--- src/hw/rtl/scfp_pkg.sv ---
// ----------------------------------------------------------------------------
// scfp_pkg
// Shared types and constants for the serial command frame parser.
// ----------------------------------------------------------------------------
package scfp_pkg;

  localparam int unsigned DIGIT_DEPTH_DEF = 27;

  localparam int unsigned VAL_W    = 10;
  localparam int unsigned PERIOD_W = 16;
  localparam int unsigned LIMIT_W  = 8;
  localparam int unsigned MAG_W    = 9;
  localparam int unsigned PROD_W   = PERIOD_W + MAG_W;
  localparam int unsigned ALU_W    = 12;
  localparam int unsigned LEN_W    = 5;

  // shared multiplier: period * magnitude, then (product >> 2) * reciprocal of 125
  localparam int unsigned MUL_A_W  = PROD_W - 2;
  localparam int unsigned MUL_B_W  = 24;
  localparam int unsigned MUL_W    = MUL_A_W + MUL_B_W;
  localparam int unsigned RECIP_SH = 30;

  localparam int unsigned CFG_IDX_W  = 1;
  localparam int unsigned CFG_DATA_W = 16;
  localparam logic [CFG_IDX_W-1:0] CFG_MOTOR_PERIOD  = 1'd0;
  localparam logic [CFG_IDX_W-1:0] CFG_TIMEOUT_LIMIT = 1'd1;

  localparam logic [PERIOD_W-1:0] MOTOR_PERIOD_RST  = 16'd1000;
  localparam logic [LIMIT_W-1:0]  TIMEOUT_LIMIT_RST = 8'd10;

  localparam logic [7:0] CHAR_START  = 8'h25;
  localparam logic [7:0] CHAR_LOW_A  = 8'h61;
  localparam logic [7:0] CHAR_LOW_Z  = 8'h7a;
  localparam logic [7:0] CHAR_UP_A   = 8'h41;
  localparam logic [7:0] CHAR_UP_Z   = 8'h5a;
  localparam logic [7:0] CHAR_ZERO   = 8'h30;
  localparam logic [7:0] CHAR_NINE   = 8'h39;
  localparam logic [7:0] OPC_MOVE    = 8'h6d;

  localparam logic [ALU_W-1:0]   MOVE_BIAS_HI = 12'hffb;  // -5, hundreds digit bias
  localparam logic [MUL_B_W-1:0] RECIP_125    = 24'd8589935;  // ceil(2^30 / 125)

  typedef enum logic [2:0] {
    PS_IDLE,
    PS_LENGTH,
    PS_OPCODE,
    PS_DATA,
    PS_DONE
  } parse_state_e;

  typedef enum logic [2:0] {
    SQ_IDLE,
    SQ_ACC,
    SQ_ABS,
    SQ_MUL,
    SQ_DIV,
    SQ_DONE
  } seq_state_e;

  typedef struct packed {
    logic       done;
    logic [7:0] opcode;
  } parse_status_t;

  typedef struct packed {
    logic                busy;
    logic                done;
    logic [VAL_W-1:0]    x_move;
    logic [VAL_W-1:0]    y_move;
    logic [VAL_W-1:0]    spin_value;
    logic                reverse;
    logic [PERIOD_W-1:0] width;
  } move_result_t;

  typedef struct packed {
    logic                frame_done;
    logic [7:0]          opcode;
    logic [VAL_W-1:0]    x_move;
    logic [VAL_W-1:0]    y_move;
    logic [VAL_W-1:0]    spin_value;
    logic                motor_update;
    logic                motor_reverse;
    logic [PERIOD_W-1:0] motor_width;
    logic                failsafe_stop;
  } result_t;

endpackage

--- src/hw/rtl/scfp_parser.sv ---
// ----------------------------------------------------------------------------
// scfp_parser
// Frame state machine and digit store; reports frame completion per byte.
// ----------------------------------------------------------------------------
module scfp_parser #(
  parameter int unsigned DIGIT_DEPTH = scfp_pkg::DIGIT_DEPTH_DEF
) (
  input  logic                           clk_i,
  input  logic                           rst_ni,
  input  logic                           byte_valid_i,
  input  logic [7:0]                     rx_byte_i,
  input  logic [$clog2(DIGIT_DEPTH)-1:0] rd_idx_i,
  output logic [3:0]                     rd_digit_o,
  output scfp_pkg::parse_status_t        status_o
);

  localparam int unsigned IDX_W = $clog2(DIGIT_DEPTH);
  localparam int unsigned CNT_W = $clog2(DIGIT_DEPTH + 1);
  localparam int unsigned CMP_W = (CNT_W > scfp_pkg::LEN_W) ? CNT_W : scfp_pkg::LEN_W;
  localparam logic [CNT_W-1:0] DEPTH_CNT = CNT_W'(DIGIT_DEPTH);

  scfp_pkg::parse_state_e state_q, state_d;
  logic [scfp_pkg::LEN_W-1:0] len_q, len_d;
  logic [7:0]                 opc_q, opc_d;
  logic [CNT_W-1:0]           cnt_q, cnt_d;
  logic [3:0]                 store_q [DIGIT_DEPTH];

  logic             is_lower, is_upper, is_digit, is_start;
  logic             wr_en;
  logic [CNT_W-1:0] cnt_inc;
  logic [7:0]       len_full, digit_full;
  scfp_pkg::parse_state_e restart;

  assign is_lower = (rx_byte_i >= scfp_pkg::CHAR_LOW_A) && (rx_byte_i <= scfp_pkg::CHAR_LOW_Z);
  assign is_upper = (rx_byte_i >= scfp_pkg::CHAR_UP_A) && (rx_byte_i <= scfp_pkg::CHAR_UP_Z);
  assign is_digit = (rx_byte_i >= scfp_pkg::CHAR_ZERO) && (rx_byte_i <= scfp_pkg::CHAR_NINE);
  assign is_start = (rx_byte_i == scfp_pkg::CHAR_START);
  assign restart  = is_start ? scfp_pkg::PS_LENGTH : scfp_pkg::PS_IDLE;
  assign cnt_inc  = cnt_q + 1'b1;
  assign len_full   = rx_byte_i - scfp_pkg::CHAR_LOW_A;
  assign digit_full = rx_byte_i - scfp_pkg::CHAR_ZERO;

  always_comb begin
    state_d = state_q;
    len_d   = len_q;
    opc_d   = opc_q;
    cnt_d   = cnt_q;
    wr_en   = 1'b0;
    if (byte_valid_i) begin
      unique case (state_q)
        scfp_pkg::PS_IDLE: begin
          state_d = restart;
        end
        scfp_pkg::PS_LENGTH: begin
          if (is_lower) begin
            len_d   = len_full[scfp_pkg::LEN_W-1:0];
            state_d = scfp_pkg::PS_OPCODE;
          end else begin
            state_d = restart;
          end
        end
        scfp_pkg::PS_OPCODE: begin
          if (is_lower || is_upper) begin
            opc_d   = rx_byte_i;
            cnt_d   = '0;
            state_d = scfp_pkg::PS_DATA;
          end else begin
            state_d = restart;
          end
        end
        scfp_pkg::PS_DATA: begin
          if (is_digit) begin
            wr_en = (cnt_q < DEPTH_CNT);
            cnt_d = cnt_inc;
            if ((CMP_W'(cnt_inc) == CMP_W'(len_q)) || (cnt_inc >= DEPTH_CNT)) begin
              state_d = scfp_pkg::PS_DONE;
            end
          end else begin
            state_d = restart;
          end
        end
        default: begin
          state_d = restart;
        end
      endcase
    end
  end

  always_ff @(posedge clk_i or negedge rst_ni) begin
    if (!rst_ni) begin
      state_q <= scfp_pkg::PS_IDLE;
      len_q   <= '0;
      opc_q   <= '0;
      cnt_q   <= '0;
    end else begin
      state_q <= state_d;
      len_q   <= len_d;
      opc_q   <= opc_d;
      cnt_q   <= cnt_d;
    end
  end

  always_ff @(posedge clk_i or negedge rst_ni) begin
    if (!rst_ni) begin
      for (int i = 0; i < DIGIT_DEPTH; i++) begin
        store_q[i] <= '0;
      end
    end else if (wr_en) begin
      store_q[cnt_q[IDX_W-1:0]] <= digit_full[3:0];
    end
  end

  assign rd_digit_o      = store_q[rd_idx_i];
  assign status_o.done   = byte_valid_i && (state_d == scfp_pkg::PS_DONE);
  assign status_o.opcode = opc_q;

endmodule

--- src/hw/rtl/scfp_calc.sv ---
// ----------------------------------------------------------------------------
// scfp_calc
// Move decode sequencer: one shared 12-bit add/subtract unit for digit
// accumulation and spin magnitude, one shared multiplier for the width
// product and the divide by 500 as a reciprocal multiply.
// ----------------------------------------------------------------------------
module scfp_calc #(
  parameter int unsigned DIGIT_DEPTH = scfp_pkg::DIGIT_DEPTH_DEF
) (
  input  logic                              clk_i,
  input  logic                              rst_ni,
  input  logic                              start_i,
  input  logic [scfp_pkg::PERIOD_W-1:0]     period_i,
  output logic [$clog2(DIGIT_DEPTH)-1:0]    rd_idx_o,
  input  logic [3:0]                        rd_digit_i,
  output scfp_pkg::move_result_t            result_o
);

  localparam int unsigned IDX_W   = $clog2(DIGIT_DEPTH);
  localparam int unsigned ALU_W   = scfp_pkg::ALU_W;
  localparam int unsigned VAL_W   = scfp_pkg::VAL_W;
  localparam int unsigned PROD_W  = scfp_pkg::PROD_W;
  localparam int unsigned MAG_W   = scfp_pkg::MAG_W;
  localparam int unsigned MUL_A_W = scfp_pkg::MUL_A_W;
  localparam int unsigned MUL_B_W = scfp_pkg::MUL_B_W;
  localparam int unsigned MUL_W   = scfp_pkg::MUL_W;

  scfp_pkg::seq_state_e seq_q, seq_d;
  logic [3:0]        idx_q, idx_d;
  logic [1:0]        pos_q, pos_d;
  logic [1:0]        grp_q, grp_d;
  logic [VAL_W-1:0]  acc_q, acc_d;
  logic [VAL_W-1:0]  x_q, x_d, y_q, y_d, s_q, s_d;
  logic [MAG_W-1:0]  mag_q, mag_d;
  logic [PROD_W-1:0] prod_q, prod_d;

  logic [ALU_W-1:0]   alu_a, alu_b, alu_y;
  logic               alu_sub;
  logic [ALU_W-1:0]   acc_ext, acc_x10;
  logic [MUL_A_W-1:0] mul_a;
  logic [MUL_B_W-1:0] mul_b;
  logic [MUL_W-1:0]   mul_y;

  assign acc_ext = {{(ALU_W-VAL_W){acc_q[VAL_W-1]}}, acc_q};
  assign acc_x10 = (acc_ext << 3) + (acc_ext << 1);
  assign alu_y   = alu_a + (alu_sub ? ~alu_b : alu_b) + ALU_W'(alu_sub);
  assign mul_y   = MUL_W'(mul_a) * MUL_W'(mul_b);

  always_comb begin
    seq_d   = seq_q;
    idx_d   = idx_q;
    pos_d   = pos_q;
    grp_d   = grp_q;
    acc_d   = acc_q;
    x_d     = x_q;
    y_d     = y_q;
    s_d     = s_q;
    mag_d   = mag_q;
    prod_d  = prod_q;
    alu_a   = '0;
    alu_b   = '0;
    alu_sub = 1'b0;
    mul_a   = '0;
    mul_b   = '0;
    unique case (seq_q)
      scfp_pkg::SQ_IDLE: begin
        if (start_i) begin
          seq_d = scfp_pkg::SQ_ACC;
          idx_d = '0;
          pos_d = '0;
          grp_d = '0;
        end
      end
      scfp_pkg::SQ_ACC: begin
        alu_a = (pos_q == 2'd0) ? scfp_pkg::MOVE_BIAS_HI : acc_x10;
        alu_b = ALU_W'(rd_digit_i);
        acc_d = alu_y[VAL_W-1:0];
        idx_d = idx_q + 1'b1;
        if (pos_q == 2'd2) begin
          pos_d = '0;
          case (grp_q)
            2'd0:    x_d = alu_y[VAL_W-1:0];
            2'd1:    y_d = alu_y[VAL_W-1:0];
            default: s_d = alu_y[VAL_W-1:0];
          endcase
          if (grp_q == 2'd2) begin
            seq_d = scfp_pkg::SQ_ABS;
          end else begin
            grp_d = grp_q + 1'b1;
          end
        end else begin
          pos_d = pos_q + 1'b1;
        end
      end
      scfp_pkg::SQ_ABS: begin
        // spin spans -500..499, so |spin| never exceeds 500
        alu_b   = {{(ALU_W-VAL_W){s_q[VAL_W-1]}}, s_q};
        alu_sub = s_q[VAL_W-1];
        mag_d   = alu_y[MAG_W-1:0];
        seq_d   = scfp_pkg::SQ_MUL;
      end
      scfp_pkg::SQ_MUL: begin
        mul_a  = MUL_A_W'(period_i);
        mul_b  = MUL_B_W'(mag_q);
        prod_d = mul_y[PROD_W-1:0];
        seq_d  = scfp_pkg::SQ_DIV;
      end
      scfp_pkg::SQ_DIV: begin
        // prod / 500 = (prod >> 2) / 125, exact for a 23-bit dividend
        mul_a  = prod_q[PROD_W-1:2];
        mul_b  = scfp_pkg::RECIP_125;
        prod_d = PROD_W'(mul_y[scfp_pkg::RECIP_SH +: scfp_pkg::PERIOD_W]);
        seq_d  = scfp_pkg::SQ_DONE;
      end
      default: begin
        seq_d = scfp_pkg::SQ_IDLE;
      end
    endcase
  end

  always_ff @(posedge clk_i or negedge rst_ni) begin
    if (!rst_ni) begin
      seq_q <= scfp_pkg::SQ_IDLE;
    end else begin
      seq_q <= seq_d;
    end
  end

  always_ff @(posedge clk_i) begin
    idx_q  <= idx_d;
    pos_q  <= pos_d;
    grp_q  <= grp_d;
    acc_q  <= acc_d;
    x_q    <= x_d;
    y_q    <= y_d;
    s_q    <= s_d;
    mag_q  <= mag_d;
    prod_q <= prod_d;
  end

  assign rd_idx_o            = IDX_W'(idx_q);
  assign result_o.busy       = (seq_q != scfp_pkg::SQ_IDLE);
  assign result_o.done       = (seq_q == scfp_pkg::SQ_DONE);
  assign result_o.x_move     = x_q;
  assign result_o.y_move     = y_q;
  assign result_o.spin_value = s_q;
  assign result_o.reverse    = s_q[VAL_W-1];
  assign result_o.width      = prod_q[scfp_pkg::PERIOD_W-1:0];

endmodule

--- src/hw/rtl/serial_command_frame_parser_core.sv ---
// ----------------------------------------------------------------------------
// serial_command_frame_parser_core
// Output: a timeout or a byte that does not finish a move frame gives its
//   result in the output register in the cycle after acceptance; a byte that
//   finishes a move frame starts a decode of 9 digit steps and 1 abs on the
//   shared adder, 1 multiply and 1 reciprocal multiply on the shared
//   multiplier, and 1 done step, whose result is then registered.
// Throughput: 1 item per cycle while the output drains; input held off
//   during move decode. Reset: parser idle, parser digits and counters and
//   timeout count zero, motor period 1000, timeout_limit 10.
// ----------------------------------------------------------------------------
module serial_command_frame_parser_core #(
  parameter int unsigned DIGIT_DEPTH = scfp_pkg::DIGIT_DEPTH_DEF
) (
  input  logic                               clk_i,
  input  logic                               rst_ni,
  input  logic                               s_axis_tvalid,
  output logic                               s_axis_tready,
  input  logic [7:0]                         s_axis_tdata,   // rx_byte
  input  logic                               s_axis_tuser,   // op
  output logic                               m_axis_tvalid,
  input  logic                               m_axis_tready,
  // opcode, x_move, y_move, spin_value, motor_update, motor_reverse,
  // motor_width, failsafe_stop, zero fill
  output logic [63:0]                        m_axis_tdata,
  output logic                               m_axis_tlast,   // frame_done
  input  logic                               cfg_we_i,
  input  logic [scfp_pkg::CFG_IDX_W-1:0]     cfg_idx_i,
  input  logic [scfp_pkg::CFG_DATA_W-1:0]    cfg_data_i
);

  localparam int unsigned IDX_W = $clog2(DIGIT_DEPTH);

  logic [scfp_pkg::PERIOD_W-1:0] period_q;
  logic [scfp_pkg::LIMIT_W-1:0]  limit_q;
  logic [scfp_pkg::LIMIT_W-1:0]  tcnt_q, tcnt_d, tcnt_inc;
  logic                          out_valid_q, out_valid_d;
  scfp_pkg::result_t             out_q, out_d;

  logic                    in_fire, byte_fire, to_fire, calc_start, load;
  logic                    failsafe;
  logic [IDX_W-1:0]        rd_idx;
  logic [3:0]              rd_digit;
  scfp_pkg::parse_status_t pstat;
  scfp_pkg::move_result_t  mres;

  scfp_parser #(
    .DIGIT_DEPTH (DIGIT_DEPTH)
  ) u_parser (
    .clk_i        (clk_i),
    .rst_ni       (rst_ni),
    .byte_valid_i (byte_fire),
    .rx_byte_i    (s_axis_tdata),
    .rd_idx_i     (rd_idx),
    .rd_digit_o   (rd_digit),
    .status_o     (pstat)
  );

  scfp_calc #(
    .DIGIT_DEPTH (DIGIT_DEPTH)
  ) u_calc (
    .clk_i        (clk_i),
    .rst_ni       (rst_ni),
    .start_i      (calc_start),
    .period_i     (period_q),
    .rd_idx_o     (rd_idx),
    .rd_digit_i   (rd_digit),
    .result_o     (mres)
  );

  assign s_axis_tready = !mres.busy && (!out_valid_q || m_axis_tready);
  assign in_fire    = s_axis_tvalid && s_axis_tready;
  assign byte_fire  = in_fire && !s_axis_tuser;
  assign to_fire    = in_fire && s_axis_tuser;
  assign calc_start = byte_fire && pstat.done && (pstat.opcode == scfp_pkg::OPC_MOVE);
  assign load       = (in_fire && !calc_start) || mres.done;

  assign tcnt_inc = tcnt_q + 1'b1;
  assign failsafe = (tcnt_inc == limit_q);

  always_comb begin
    tcnt_d = tcnt_q;
    if (to_fire) begin
      tcnt_d = failsafe ? '0 : tcnt_inc;
    end else if (byte_fire) begin
      tcnt_d = '0;
    end
  end

  always_comb begin
    out_d = '0;
    if (mres.done) begin
      out_d.frame_done    = 1'b1;
      out_d.opcode        = scfp_pkg::OPC_MOVE;
      out_d.x_move        = mres.x_move;
      out_d.y_move        = mres.y_move;
      out_d.spin_value    = mres.spin_value;
      out_d.motor_update  = 1'b1;
      out_d.motor_reverse = mres.reverse;
      out_d.motor_width   = mres.width;
    end else if (to_fire) begin
      out_d.failsafe_stop = failsafe;
    end else begin
      out_d.frame_done = pstat.done;
      out_d.opcode     = pstat.done ? pstat.opcode : '0;
    end
  end

  always_comb begin
    out_valid_d = out_valid_q;
    if (load) begin
      out_valid_d = 1'b1;
    end else if (m_axis_tready) begin
      out_valid_d = 1'b0;
    end
  end

  always_ff @(posedge clk_i or negedge rst_ni) begin
    if (!rst_ni) begin
      period_q    <= scfp_pkg::MOTOR_PERIOD_RST;
      limit_q     <= scfp_pkg::TIMEOUT_LIMIT_RST;
      tcnt_q      <= '0;
      out_valid_q <= 1'b0;
    end else begin
      if (cfg_we_i) begin
        unique case (cfg_idx_i)
          scfp_pkg::CFG_MOTOR_PERIOD:  period_q <= cfg_data_i;
          scfp_pkg::CFG_TIMEOUT_LIMIT: limit_q  <= cfg_data_i[scfp_pkg::LIMIT_W-1:0];
          default: ;
        endcase
      end
      tcnt_q      <= tcnt_d;
      out_valid_q <= out_valid_d;
    end
  end

  always_ff @(posedge clk_i) begin
    if (load) begin
      out_q <= out_d;
    end
  end

  assign m_axis_tvalid = out_valid_q;
  assign m_axis_tlast  = out_q.frame_done;
  assign m_axis_tdata  = {7'd0, out_q.failsafe_stop, out_q.motor_width, out_q.motor_reverse,
                          out_q.motor_update, out_q.spin_value, out_q.y_move, out_q.x_move,
                          out_q.opcode};

endmodule
--- config.mk ---
export PLATFORM = sky130hd
export DESIGN_NAME = serial_command_frame_parser_core
export DESIGN_NICKNAME = d
export VERILOG_FILES = /design/src/hw/rtl/scfp_pkg.sv /design/src/hw/rtl/scfp_parser.sv /design/src/hw/rtl/scfp_calc.sv /design/src/hw/rtl/serial_command_frame_parser_core.sv
export SDC_FILE = /design/constraint.sdc
export NUM_CORES = 1
export LEC_CHECK = 0
export BUFFER_PORTS_ARGS = -buffer_cell sky130_fd_sc_hd__buf_4
export CAP_MARGIN = 10
export CORE_ASPECT_RATIO = 0.6
export CORE_MARGIN = 2
export CORE_UTILIZATION = 58
export CTS_CLUSTER_SIZE = 20
export DETAILED_ROUTE_END_ITERATION = 6
export GPL_TIMING_DRIVEN = 1
export PLACE_DENSITY_LB_ADDON = 0.08
export SYNTH_ARGS = -nofsm -noshare
export SYNTH_HDL_FRONTEND = slang
export SYNTH_HIERARCHICAL = 1
export SYNTH_SLANG_ARGS = --single-unit
export TNS_END_PERCENT = 30
--- constraint.sdc ---
create_clock -name clk_i -period 8.47 [get_ports clk_i]
set_input_delay 2.1175 -clock clk_i [delete_from_list [all_inputs] [get_ports clk_i]]
set_output_delay 2.1175 -clock clk_i [all_outputs]
set_load 0.01 [all_outputs]
### Word level (Yosys, flattened, before mapping)

Cells that the tools add are included.

| operators by class | value |
|---|---|
| bitwise logic cells | 7 |
| div/mod/pow operators | 0 |
| equal/unequal tests | 22 |
| multiplexer cells | 47 |
| reductions and logical operators | 43 |
| multipliers | 1 |
| add/subtract/negate cells | 10 |
| $lt $le $gt $ge | 11 |
| shift operators | 0 |

Operators with widths:

| operator | count |
|---|---|
| $bwmux 108 | 1 |
| $pmux 25 s2 | 1 |
| $pmux 24 s2 | 1 |
| $mul 23x24->46 | 1 |
| $pmux 23 s2 | 1 |
| $mux 8 | 4 |
| $mux 10 | 3 |
| $mux 3 | 8 |
| $add 10x10->10 | 2 |
| $bmux 4 s5 | 1 |
| $demux 4 s5 | 1 |
| $pmux 10 s2 | 1 |
| $mux 18 | 1 |
| $reduce_and 3->1 | 6 |
| $ge 8x7->1 const B | 2 |
| $le 8x7->1 const B | 2 |
| $mux 4 | 4 |
| $pmux 3 s5 | 1 |
| $eq 3x2->1 const B | 4 |
| $ge 6x6->1 const B | 2 |
| $logic_and 1x1->1 | 12 |
| $add 10x1->10 | 1 |
| $mux 5 | 2 |
| $not 10->10 | 1 |
| 41 further kinds | 78 |

| storage, ports and cells | value |
|---|---|
| input bits | 31 |
| memory bits (writable) | 0 |
| latch bits | 0 |
| ROM bits | 0 |
| output and inout port bits | 67 |
| register bits | 304 |
| word-level logic and storage cells | 196 |
| memories kept | 0 |

### Longest topological paths before layout

| logic depth | value |
|---|---|
| word-level depth | 15 |
| gate-level depth with buffers | 32 |
| mapped depth without buffers | 30 |

### Modules after synthesis

The synthesis kept the hierarchy.

Modules (own cells, without submodules):

| module | instances | area each (um^2) | sequential area each (um^2) | cells each |
|---|---|---|---|---|
| scfp_calc | 1 | 15,513.6 | 2,507.4 | 1,640 |
| scfp_parser | 1 | 6,477.5 | 3,228.1 | 494 |
| serial_command_frame_parser_core | 1 | 3,907.5 | 2,577.5 | 281 |

### Least setup slack after synthesis

OpenSTA, ideal clock, no wires.

| timing path | value |
|---|---|
| path type | input to register |
| start | input port m_axis_tready |
| end | register out_q, in the netlist m_axis_tdata[0], enable pin |
| buffers on the path | 3 |
| required time | 7.915 ns |
| data arrival time | 7.868 ns |
| library setup time | 0.555 ns |
| stages on the path | 12 |
| path slack | 0.047 ns |
| cells stage by stage | nand2b_1 -> nand2_1 -> clkbuf_1 -> nor2_1 -> clkbuf_2 -> and4b_1 -> o211ai_2 -> buf_2 -> nor2_1 -> nand4_1 -> nor2_1 -> o21ai_0 |

RTL lines:

| element | RTL line | source |
|---|---|---|
| start: declaration | serial_command_frame_parser_core.sv:22 | `input logic m_axis_tready,` |
| end signal: assignment | serial_command_frame_parser_core.sv:139 | `out_q <= out_d;` |
| end: declaration | serial_command_frame_parser_core.sv:38 | `scfp_pkg::result_t out_q, out_d;` |

### Worst setup path after layout

| timing path | value |
|---|---|
| start | register u_calc.seq_q[2] |
| end | register u_calc.prod_q[12], data pin |

| between the ends | value |
|---|---|
| longest elaborated chain between the ends | 4 |

RTL lines:

| element | RTL line | source |
|---|---|---|
| start: declaration | scfp_calc.sv:28 | `scfp_pkg::seq_state_e seq_q, seq_d;` |
| start signal: assignment | scfp_calc.sv:123 | `seq_q <= scfp_pkg::SQ_IDLE;` |
| start signal: assignment | scfp_calc.sv:125 | `seq_q <= seq_d;` |
| $eq 3x3->1 / $eq 3x2->1 (equally long branches) | scfp_calc.sv:65 | `unique case (seq_q)` |
| $pmux 23 s2 / $pmux 24 s2 (equally long branches) | scfp_calc.sv:65 |  |
| $mul 23x24->46 | scfp_calc.sv:47 | `assign mul_y = MUL_W'(mul_a) * MUL_W'(mul_b);` |
| $pmux 25 s2 (*) | scfp_calc.sv:65 |  |
| named net u_calc.prod_d[12] | scfp_calc.sv:35 | `logic [PROD_W-1:0] prod_q, prod_d;` |
| end signal: assignment | scfp_calc.sv:138 | `prod_q <= prod_d;` |
| end: declaration | scfp_calc.sv:35 |  |

The timed path passes the listed nets; every way through them passes the cells marked *.
A chain may end at the register's enable or synchronous reset.

==> reports/metrics.json <==
{
  "netSwitchingFraction": 0.261,
  "timing.final.crit_period_ns": 8.29,
  "synth_compound_area_frac": 0.0706,
  "hold_buffers": 0,
  "final_common_cell": "inv_1",
  "max_cap_violations": 0,
  "ys.warnings.count": 6,
  "final_hold_viol_count": 0,
  "final_cell_mix": "inv_1 (399), ha_1 (259), fa_1 (235)",
  "die-width_um": 277,
  "synth_simple_gate_area_share": 0.112,
  "die_height_um": 168,
  "yosysSeqAreaShare": 0.321,
  "global_route.usage.total": 0.317,
  "dr_wl_met3_mm": 9.76,
  "worstSetupPathType": "register to register",
  "fin_nets": 3046,
  "hold_class": "register to register",
  "route.vias.total": 18322,
  "number_of_cells_on_the_worst_hold_path": 1,
  "multi_input_area_mm2": 0.0157,
  "maxUsedRoutingLayer": "met4",
  "synth_mux_area_frac": 0.0855,
  "vias_per_cell": 5.86,
  "core_region_area_mm2": 0.0437,
  "ys_ff_latch": 304,
  "p_sw_mw": 0.878,
  "powerDensity_mw_per_mm2": 118,
  "nFillCells": 3516,
  "largest_family_of_logic_cells_by_synthesized_area": "adder cells",
  "synth_top_flop_cell": "dfrtp_1",
  "detail_route.wirelength.met1_mm": 34.6,
  "final.setup.tns_ns": 0,
  "place_hpwl_mm": 57.4,
  "worstRegToRegCells": 24,
  "fin_skew_ns": 0.0153,
  "fin_area_mm2": 0.0284,
  "floorplan.die_area_mm2": 0.0464,
  "dpl_cell_area_mm2": 0.0274,
  "placedCellCount": 3062,
  "seq_area_mm2": 0.00831,
  "io_buffers": 90,
  "yosys.cell_types.count": 95,
  "cts_tree": "built",
  "yosys.area_share.xor_xnor": 0.0257,
  "antenna_found_initial": 2,
  "placement.setup.worst_slack_ns": 0.182,
  "worst_ep_required_time_ns": 8.82,
  "synth_area_per_cell_um2": 10.7,
  "cp.arrival_ns": 8.64,
  "critical_path.max_fanout": 39,
  "max_buffers_root_to_sink": 3,
  "outcome": "finished clean",
  "max-slew-margin-rel": 0.134,
  "n_antenna_cell": 0,
  "numCtsBuffers": 30,
  "finalMaxSlewViolations": 0,
  "cts_root_buffer": "clkbuf_16",
  "detailedRoute.firstIterationViolations": 2273,
  "routedWlPerCell_um": 23.2,
  "yosys.area_share.adder": 0.307,
  "clock_power_share": 0.417,
  "reg_power_frac": 0.484,
  "worst_setup_hold_path_clk_slew_ns": 0.07,
  "std_cell_rows": 59,
  "totalPowerFinal_mw": 3.36,
  "clock.fmax_mhz": 121,
  "final_setup_violations": 0,
  "starting_density_of_the_core": 0.593,
  "vdd_drop_max_uv": 156,
  "drt-pass1-iter-count": 5,
  "power_frac_comb": 0.099,
  "layout-drive-gt1-share": 0.166,
  "area_growth_syn_to_layout_pct": 9.85,
  "setup_ws_ns": 0.182,
  "crit_path_start_kind": "register",
  "p_int_mw": 2.49,
  "critical_path.endpoint_type": "register",
  "post-route-period-util": 0.979,
  "tightest_slew_ns": 1.29,
  "maximum_number_of_pins_on_one_net_before_global_route_repair": 103,
  "synth_edf_count": 139,
  "vias_in_the_first_global_route": 18293,
  "gp_congestion": 0.983,
  "worst_skew_pair.late_latency_ns": 0.60,
  "post_route_drc": 0,
  "power_leakage_nw": 14.3,
  "wl_met2_mm": 27.4,
  "cell_area_after_technology_mapping_mm2": 0.0259,
  "ant_nets": 0,
  "ys_async_sr_fraction": 0.543,
  "overflow": 0,
  "cts_num_sinks": 304,
  "h-tree-depth": 1,
  "count_of_non_filler_cells_in_the_finished_layout": 3124,
  "grt_pass1_wl_mm": 111,
  "num_io_pins": 98,
  "syn-instance-count": 2415,
  "finalWirelength_mm": 72.6
}
-- registers in the layout, indices dropped and copies added (netlist names), 4 cells and up --
name and cells:
u_calc/x_q 10, u_parser/cnt_q 5, u_calc/acc_q 9, limit_q 8, u_calc/s_q 10, u_calc/mag_q 9
u_parser/opc_q 8, u_calc/prod_q 25, period_q 16, u_calc/y_q 10, u_parser/store_q 108, u_parser/len_q 5
m_axis_tdata 57, tcnt_q 8, u_calc/idx_q 4
-- timing repair --
item / CTS / global route
setup buffers: 0 / 5
gates resized for setup: 0 / 7
endpoints found under the hold margin: 0 / 0
setup endpoints to repair: 0 / 13
-- per-layer routing --
layer	global-route usage	up-vias
li1	-	8156
met1	0.522	9222
met2	0.404	884
met3	0.108	60
met4	0.0376	0
met5	0	-
-- critical path, stage by stage (launching register included) --
cell and delay, ns:
dfrtp_2 0.52, and2_1 0.22, buf_12 0.19, nand2_1 0.28, inv_1 0.10, a21oi_1 0.46
nor2_1 0.19, fa_1 0.52, fa_1 0.52, inv_1 0.05, fa_1 0.46, fa_1 0.52
fa_1 0.51, fa_1 0.51, fa_1 0.54, inv_1 0.04, ha_1 0.44, a21oi_1 0.15
o21a_1 0.25, a211o_1 0.29, a21o_1 0.19, a41o_4 0.27, o21ai_1 0.18, mux2_1 0.33
a221o_1 0.27
-- path summary, 6_finish.rpt --
kind                                               startpoint                                to  slack (ns)
worst min-delay path            u_parser/opc_q[6]$_DFFE_PN0P_     u_parser/opc_q[6]$_DFFE_PN0P_        0.50
min in group asynchronous                              rst_ni  u_parser/store_q[47]$_DFFE_PN0P_        1.61
max in group asynchronous                              rst_ni     u_parser/opc_q[1]$_DFFE_PN0P_        5.36
worst max-delay path              u_calc/seq_q[2]$_DFFE_PN0P_       u_calc/prod_q[12]$_DFFE_PN_        0.18
worst min register to register  u_parser/opc_q[6]$_DFFE_PN0P_     u_parser/opc_q[6]$_DFFE_PN0P_        0.50
worst max register to register    u_calc/seq_q[2]$_DFFE_PN0P_       u_calc/prod_q[12]$_DFFE_PN_        0.18
-- power by group through the flow --
stage                     clock network [mW]  registers [mW]  logic (mW)
final                                   1.40            1.63       0.334
after detailed placement                   0            1.66       0.332
after CTS                               1.42            1.63       0.335
after global routing                    1.48            1.63       0.373
after floorplan                            0            1.64       0.235
after global placement                     0            1.65       0.325
-- metrics by stage --
step,hold WS [ns],utilization
2_1_floorplan,0.458,-
3_5_place_dp,0.485,0.626
5_1_grt,0.515,0.651
6_report,0.499,0.651
4_1_cts,0.502,0.649
3_3_place_gp,0.482,0.626
-- final cells by class --
type                            count  share of cell area
Multi-Input combinational cell   1634               0.552
Clock buffer                       35              0.0289
Tap cell                          579              0.0255
Inverter                          399              0.0526
Sequential cell                   304               0.292
Clock inverter                     21             0.00730
Timing Repair Buffer              152              0.0411
-- Yosys cell counts (all sizes together) (5+ instances only) --
library cell    n  area (um^2)
inv           399         1500
ha            259         3240
fa            235         4700
nand2         177          664
nor2          165          627
dfrtp         157         3930
edfxtp        139         4170
mux2          138         1550
a21oi          96          480
and2           60          378
clkbuf         59          224
o21ai          53          273
buf            46          302
xnor2          42          368
nand3          38          190
xor2           33          297
a21o           28          210
mux4           24          541
nand2b         23          144
nor3           23          131
and3           20          125
nor2b          17          106
a31oi          13         81.3
nand4          13         81.3
mux2i          12          120
o21bai         12         90.1
o31ai          10         93.8
or2             9         56.3
dfstp           8          210
a211o           7         61.3
nor3b           7         73.8
o211ai          7         57.6
a211oi          6         67.6
o21a            6         45.0
or3             6         42.5
a22o            5         43.8
nand3b          5         37.5
-- cell families after synthesis --
group / after synthesis
xor gates and xnor gates: 75
and+or+nand+nor: 586
muxes: 174
AOI/OAI and AO/OA: 275
other: 3
adders and majority gates: 494
DFF: 304
buffers and inverters: 504
(Power assumes the default switching activity.)
